[src/rtl/segment_segment_intersect_2d_defines.svh]
// assertion macros shared by the segment intersection rtl
`ifndef SEGMENT_SEGMENT_INTERSECT_2D_DEFINES_SVH
`define SEGMENT_SEGMENT_INTERSECT_2D_DEFINES_SVH

`ifndef NO_ASSERTIONS
`define SSI_ASSERT_IMPL(lbl, ante, cons) \
  lbl: assert property (@(posedge clk) disable iff (!rst_n) (ante) |-> (cons)) \
    else $error("ssi check failed");
`define SSI_ASSERT_NEXT(lbl, ante, cons) \
  lbl: assert property (@(posedge clk) disable iff (!rst_n) (ante) |=> (cons)) \
    else $error("ssi check failed");
`else
`define SSI_ASSERT_IMPL(lbl, ante, cons)
`define SSI_ASSERT_NEXT(lbl, ante, cons)
`endif

`endif

[src/rtl/ssi_pkg.sv]
// shared types and constants of the segment intersection block
`timescale 1ns / 1ps
package ssi_pkg;

  // field widths
  localparam int COORD_W   = 32;
  localparam int DIFF_W    = 33;
  localparam int REL_W     = 35;
  localparam int PROD_W    = 66;
  localparam int DIV_W     = 68;
  localparam int WIDE_W    = 105;
  localparam int PARAM_W   = 17;
  localparam int CEPS_W    = 31;
  localparam int KEPS_W    = 16;
  localparam int CFG_IDX_W = 1;

  // configuration register indexes
  localparam logic [CFG_IDX_W-1:0] CFG_COLLINEAR_EPS = 1'b0;
  localparam logic [CFG_IDX_W-1:0] CFG_COORD_EPS     = 1'b1;

  // flags that travel with an item through the divider
  typedef struct packed {
    logic hit;
    logic sat;
  } ssi_tag_t;

endpackage

[src/rtl/ssi_div.sv]
// pipelined restoring divider, one quotient bit per stage
`timescale 1ns / 1ps
module ssi_div #(
  parameter int N = 16,
  parameter int W = 68
) (
  input  logic             clk,
  input  logic             rst_n,
  input  logic             en,
  input  logic             in_v,
  input  logic [W-1:0]     in_rem,
  input  logic [W-1:0]     in_den,
  input  ssi_pkg::ssi_tag_t in_tag,
  output logic             out_v,
  output logic [N-1:0]     out_q,
  output ssi_pkg::ssi_tag_t out_tag
);
  import ssi_pkg::*;

  logic           v_r   [N];
  logic [W-1:0]   rem_r [N];
  logic [W-1:0]   den_r [N];
  logic [N-1:0]   q_r   [N];
  ssi_tag_t       tag_r [N];

  for (genvar k = 0; k < N; k++) begin : g_stage
    logic           prv_v;
    logic [W-1:0]   prv_rem;
    logic [W-1:0]   prv_den;
    logic [N-1:0]   prv_q;
    ssi_tag_t       prv_tag;
    logic [W:0]     shf;
    logic           ge;
    logic [W-1:0]   rem_nxt;

    if (k == 0) begin : g_first
      assign prv_v   = in_v;
      assign prv_rem = in_rem;
      assign prv_den = in_den;
      assign prv_q   = '0;
      assign prv_tag = in_tag;
    end else begin : g_next
      assign prv_v   = v_r[k-1];
      assign prv_rem = rem_r[k-1];
      assign prv_den = den_r[k-1];
      assign prv_q   = q_r[k-1];
      assign prv_tag = tag_r[k-1];
    end

    // shift in one bit, subtract when it fits
    assign shf     = {prv_rem, 1'b0};
    assign ge      = shf >= {1'b0, prv_den};
    assign rem_nxt = ge ? W'(shf - {1'b0, prv_den}) : shf[W-1:0];

    always_ff @(posedge clk) begin
      if (!rst_n) begin
        v_r[k] <= 1'b0;
      end else if (en) begin
        v_r[k] <= prv_v;
      end
    end

    always_ff @(posedge clk) begin
      if (en) begin
        rem_r[k] <= rem_nxt;
        den_r[k] <= prv_den;
        q_r[k]   <= {prv_q[N-2:0], ge};
        tag_r[k] <= prv_tag;
      end
    end
  end

  assign out_v   = v_r[N-1];
  assign out_q   = q_r[N-1];
  assign out_tag = tag_r[N-1];

endmodule

[config.mk]
export PLATFORM = sky130hd
export DESIGN_NAME = ssi_div
export DESIGN_NICKNAME = d
export VERILOG_FILES = /design/src/rtl/segment_segment_intersect_2d_defines.svh /design/src/rtl/ssi_pkg.sv /design/src/rtl/ssi_div.sv
export SDC_FILE = /design/constraint.sdc
export NUM_CORES = 2
export LEC_CHECK = 0
export BUFFER_PORTS_ARGS = -buffer_cell sky130_fd_sc_hd__buf_2
export CELL_PAD_IN_SITES_DETAIL_PLACEMENT = 0
export CELL_PAD_IN_SITES_GLOBAL_PLACEMENT = 1
export CORE_UTILIZATION = 25
export DETAILED_ROUTE_END_ITERATION = 6
export GPL_TIMING_DRIVEN = 1
export PLACE_DENSITY = 0.44
export SLEW_MARGIN = 20
export SYNTH_ARGS = -nofsm -noshare
export SYNTH_HDL_FRONTEND = slang
export SYNTH_SLANG_ARGS = --single-unit
[constraint.sdc]
create_clock -name clk -period 3.8 [get_ports clk]
set_clock_uncertainty 0.05 [all_clocks]
set_input_delay 0.38 -clock clk [delete_from_list [all_inputs] [get_ports clk]]
set_output_delay 0.38 -clock clk [all_outputs]
set_load 0.005 [all_outputs]
After elaboration in Yosys (flattened, before gate mapping)
Memory sizes are Yosys's and may differ from the RTL's.
Cells that the tools add are included.
{"block": "totals", "out_inout_bits": 19, "in_bits": 142, "mem_bits_rw": 2480, "n_memories": 5, "regBits": 0, "wordCells": 90}
{"memory": "den_r", "words": 16, "word_bits": 68, "rd": 15, "rd_clocked_by_memory_dff": 0, "wr": 16, "line": "ssi_div.sv:22", "text": "logic [W-1:0] den_r [N];"}
{"memory": "rem_r", "words": 16, "word_bits": 68, "rd": 15, "rd_clocked_by_memory_dff": 0, "wr": 16, "line": "ssi_div.sv:21", "text": "logic [W-1:0] rem_r [N];"}
{"memory": "q_r", "words": 16, "word_bits": 16, "rd": 16, "rd_clocked_by_memory_dff": 0, "wr": 16, "line": "ssi_div.sv:23", "text": "logic [N-1:0] q_r [N];"}
{"memory": "tag_r", "words": 16, "word_bits": 2, "rd": 16, "rd_clocked_by_memory_dff": 0, "wr": 16, "line": "ssi_div.sv:24", "text": "ssi_tag_t tag_r [N];"}
{"memory": "v_r", "words": 16, "word_bits": 1, "rd": 16, "rd_clocked_by_memory_dff": 0, "wr": 16, "line": "ssi_div.sv:20", "text": "logic v_r [N];"}
{"block": "classes", "n_addsub": 16, "muxes": 37, "bitwise": 16, "n_lt_le_gt_ge": 16}
{"operator": "$ge A69 B68 Y1", "n": 16}
{"operator": "$mux W68", "n": 16}
{"operator": "$sub A68 B68 Y68", "n": 16}
{"operator": "$mux W1", "n": 21}
{"operator": "$or A1 B1 Y1", "n": 16}

Depth between registers and ports, before layout
{"block": "depth", "word_depth": 4, "depth_mapped": 18, "depth_no_buf": 15}

Worst setup path before layout
OpenSTA, ideal clock, no wires.
{"block": "synth_path", "kind": "register to register", "start": "memory rem_r[3][3]", "end": "memory rem_r[4][30], data pin", "slack_ns": 0.023, "stages_incl_launch_ff": 15, "setup_ns": 0.262, "required_time_ns": 3.488, "period_less_slack_ns": 3.777, "arrival_ns": 3.465, "path_buffers": 2, "cell_sequence": "edfxtp_1 > ha_1 > a21o_1 > or3_1 > o21ai_1 > a21oi_2 > o311ai_2 > a2111oi_4 > o211ai_1 > nor2b_2 > o31ai_4 > a41oi_4 > buf_6 > buf_6 > mux2_1"}
{"item": "start: declaration", "line": "ssi_div.sv:21"}

==> reports/results.ini <==
[clock_tree]
clock_sinks=2224
numCtsBuffers=286
path_clk_slew_ps=60
clockBufferDepth=4
clk_latency_ps=930
htree_levels=5
cts_tree=built
cts-root-buf=clkbuf_16

[placed_design]
dpl_cell_area_sq_mm=0.1830
numPortBuffers=160
hpwl_microns=375900
post-place-cells=25530
gp_congestion=0.8760
pre_cts_slack_ps=-1214

[power]
power.static_leakage_nw=86.53
power_w=0.1685
vdd_drop_max_v=0.0003447
p_per_area_mw_per_mm2=848.6

[floorplanning]
rows=276
core_region_area_sq_mm=0.5657
initial_utilization=0.2513
fp.dieW_microns=756.0
chipHeight_microns=756.0
pin_count=161
die_area_sq_mm=0.5715

[cells_and_area]
fillers=57850
seq_area_sq_mm=0.06677
multi_input_area_sq_mm=0.07041
postLayoutCellArea_sq_mm=0.1985
fin_cells=26310
final_core_util=0.3509
final_nets=19830
area_growth_pct=39.67
drive_above_1_share=0.3018

[global_routing]
grt_pass1_wl_microns=695700
antenna_found_initial=5
grt-busiest-layer=met2
grtUsageMet1=0.1699
grt_max_degree=93
grt_util_all_layers=0.1559
grt_pass1_vias=120600
gr-total-overflow=0
use_met3=0.01265
globalRouteMet2Util=0.2921

[logic_synthesis]
synth_area_leaders=edfxtp_1 (47%), ha_1 (9.6%), a21oi_1 (5.3%)
synth_top_area_cell=edfxtp_1
synth-edff-count=2223
synth_seq_area_share=0.4698
synth_cell_types=103
syn_area_sq_mm=0.1421
synthFlopType=edfxtp_1
syn-num-nets=15420
syn_inst=14180
synth_top_cell_area_share=0.4697
ys_ff_latch=2224
yosys-top-cells-count=edfxtp_1 (2,223), a21oi_1 (1,510), inv_1 (1,373)
yosysMostFrequentCell=edfxtp_1
avgSynthCellArea_sq_um=10.02
yosys_warnings=0
async_reset_ff_frac=0

[timing]
finalHoldViolations=0
maxSlewHeadroom=0.3993
finalCritPeriodShare=1.116
period_needed_ps=4240
max_freq_mhz=235.8
rsz0062_at_grt=true
slew_viol_final=0
setup_viol_count_final=934
tightest_slew_ps=901.0
setup_ws_ps=-440.2

[job]
max-cap-violations=0

[critical_path]
worst-path-max-fanout=10
path_class=register to register
startpoint_type=register
crit_path_end_kind=register
worstPathRequired_ps=4430
arrival_ps=4870

[detailed_routing]
drt_wl_total_microns=467300
drt-initial-drc-count=4957
vias_per_cell=4.365
drt_pass1_iterations=7
route.detailed.drc=0
vias=114900
post_drt_wl_per_cell_microns=17.76
antenna_left=0

[outcome]
status=complete, but fails checks
violations=setup timing

[hold_path]
hold_path_class=input port to register

==> sequential cells by signal, indices dropped and copies added (netlist names) <==
| name | count |
|---|---|
| rem_r | 1020 |
| den_r | 1020 |
| q_r | 136 |
| v_r | 16 |
| tag_r | 32 |
==> report_power, final <==
group	switching [W]	internal [W]	leakage, nW
registers	0.00419	0.0375	21.8
clock network	0.0107	0.0164	4.47
logic	0.0498	0.0499	60.3
total	0.0646	0.104	86.5
==> logic make-up (layout without fill, tap and decap cells) <==
family          count (synthesis)  in the layout  share of synthesized area
flops                        2224           2224                     0.4698
fa+ha+maj                    1102           1102                    0.09781
buf+inv                      1954           6570                    0.05332
xor+xnor                      945            945                    0.05824
compound gates               4260           4261                     0.1840
mux                           315            315                    0.02516
simple gates                 3379           3379                     0.1116
other cells                     0             12                          0
==> metrics by stage <==
step	hold WS (ps)	setup TNS, ps
CTS	3.118	-291950
floorplan	350.3	0
detailed placement	354.5	-556530
global route	64.91	-314650
global placement	350.7	-549440
finish	121.5	-140730
==> critical path, cell delays in order, from the launching register on <==
cell,delay (ps)
edfxtp_1,430
ha_4,290
nor2b_4,130
o31a_1,190
o211ai_1,120
a21o_2,270
a2111oi_4,360
buf_6,180
o22ai_4,100
o31ai_4,290
a41oi_2,250
o21a_1,270
o21ai_2,210
a21oi_4,90
buf_12,160
buf_12,130
buf_12,140
mux2_2,280
==> worst paths after layout <==
check                                   from       endpoint  slack, ps  cells after the start
worst max register to register  rem_r[12][0]  rem_r[13][13]       -440                     17
worst min-delay path               in_den[2]    rem_r[0][2]        120                      6
worst max-delay path            rem_r[12][0]  rem_r[13][13]       -440                     17
worst min register to register    q_r[1][57]     q_r[1][74]        350                      0
==> cells in the final DEF (no fill, tap or decap), drive strengths merged, types with 221 or more instances in the layout <==
master / synthesis / layout
o21bai: 221 / 221
buf: 152 / 4533
mux2: 299 / 299
inv: 1376 / 1387
a21oi: 1514 / 1514
a21o: 611 / 611
nand4: 331 / 331
edfxtp: 2223 / 2223
clkbuf: 426 / 369
xor2: 408 / 408
o21ai: 1036 / 1036
nand2: 1112 / 1112
nor2: 912 / 912
xnor2: 537 / 537
ha: 1087 / 1087
==> per-layer routing <==
metal	share of wire	vias to the layer above
li1	-	60440
met3	0.018	869
met5	0	-
met1	0.40	52150
met4	0.076	0
met2	0.51	1405
==> final cells by class <==
class,instances,area share
Clock inverter,147,0.008352
Tap cell,7506,0.04731
Timing Repair Buffer,4696,0.1886
Inverter,1376,0.02612
Antenna cell,12,0.0001513
Clock buffer,351,0.03835
Multi-Input combinational cell,10000,0.3547
Sequential cell,2224,0.3364
==> repair_timing <==
item / 4_1_cts / 5_1_grt
setup endpoints to repair: 967 / 1035
pin swaps: 64 / 119
gates resized for setup: 226 / 438
buffers inserted: 41 / 65
hold buffers: 145 / 0
cloned: 17 / 26
hold endpoints to repair: 216 / 0
No activity file was read; power rests on OpenSTA's default activity.
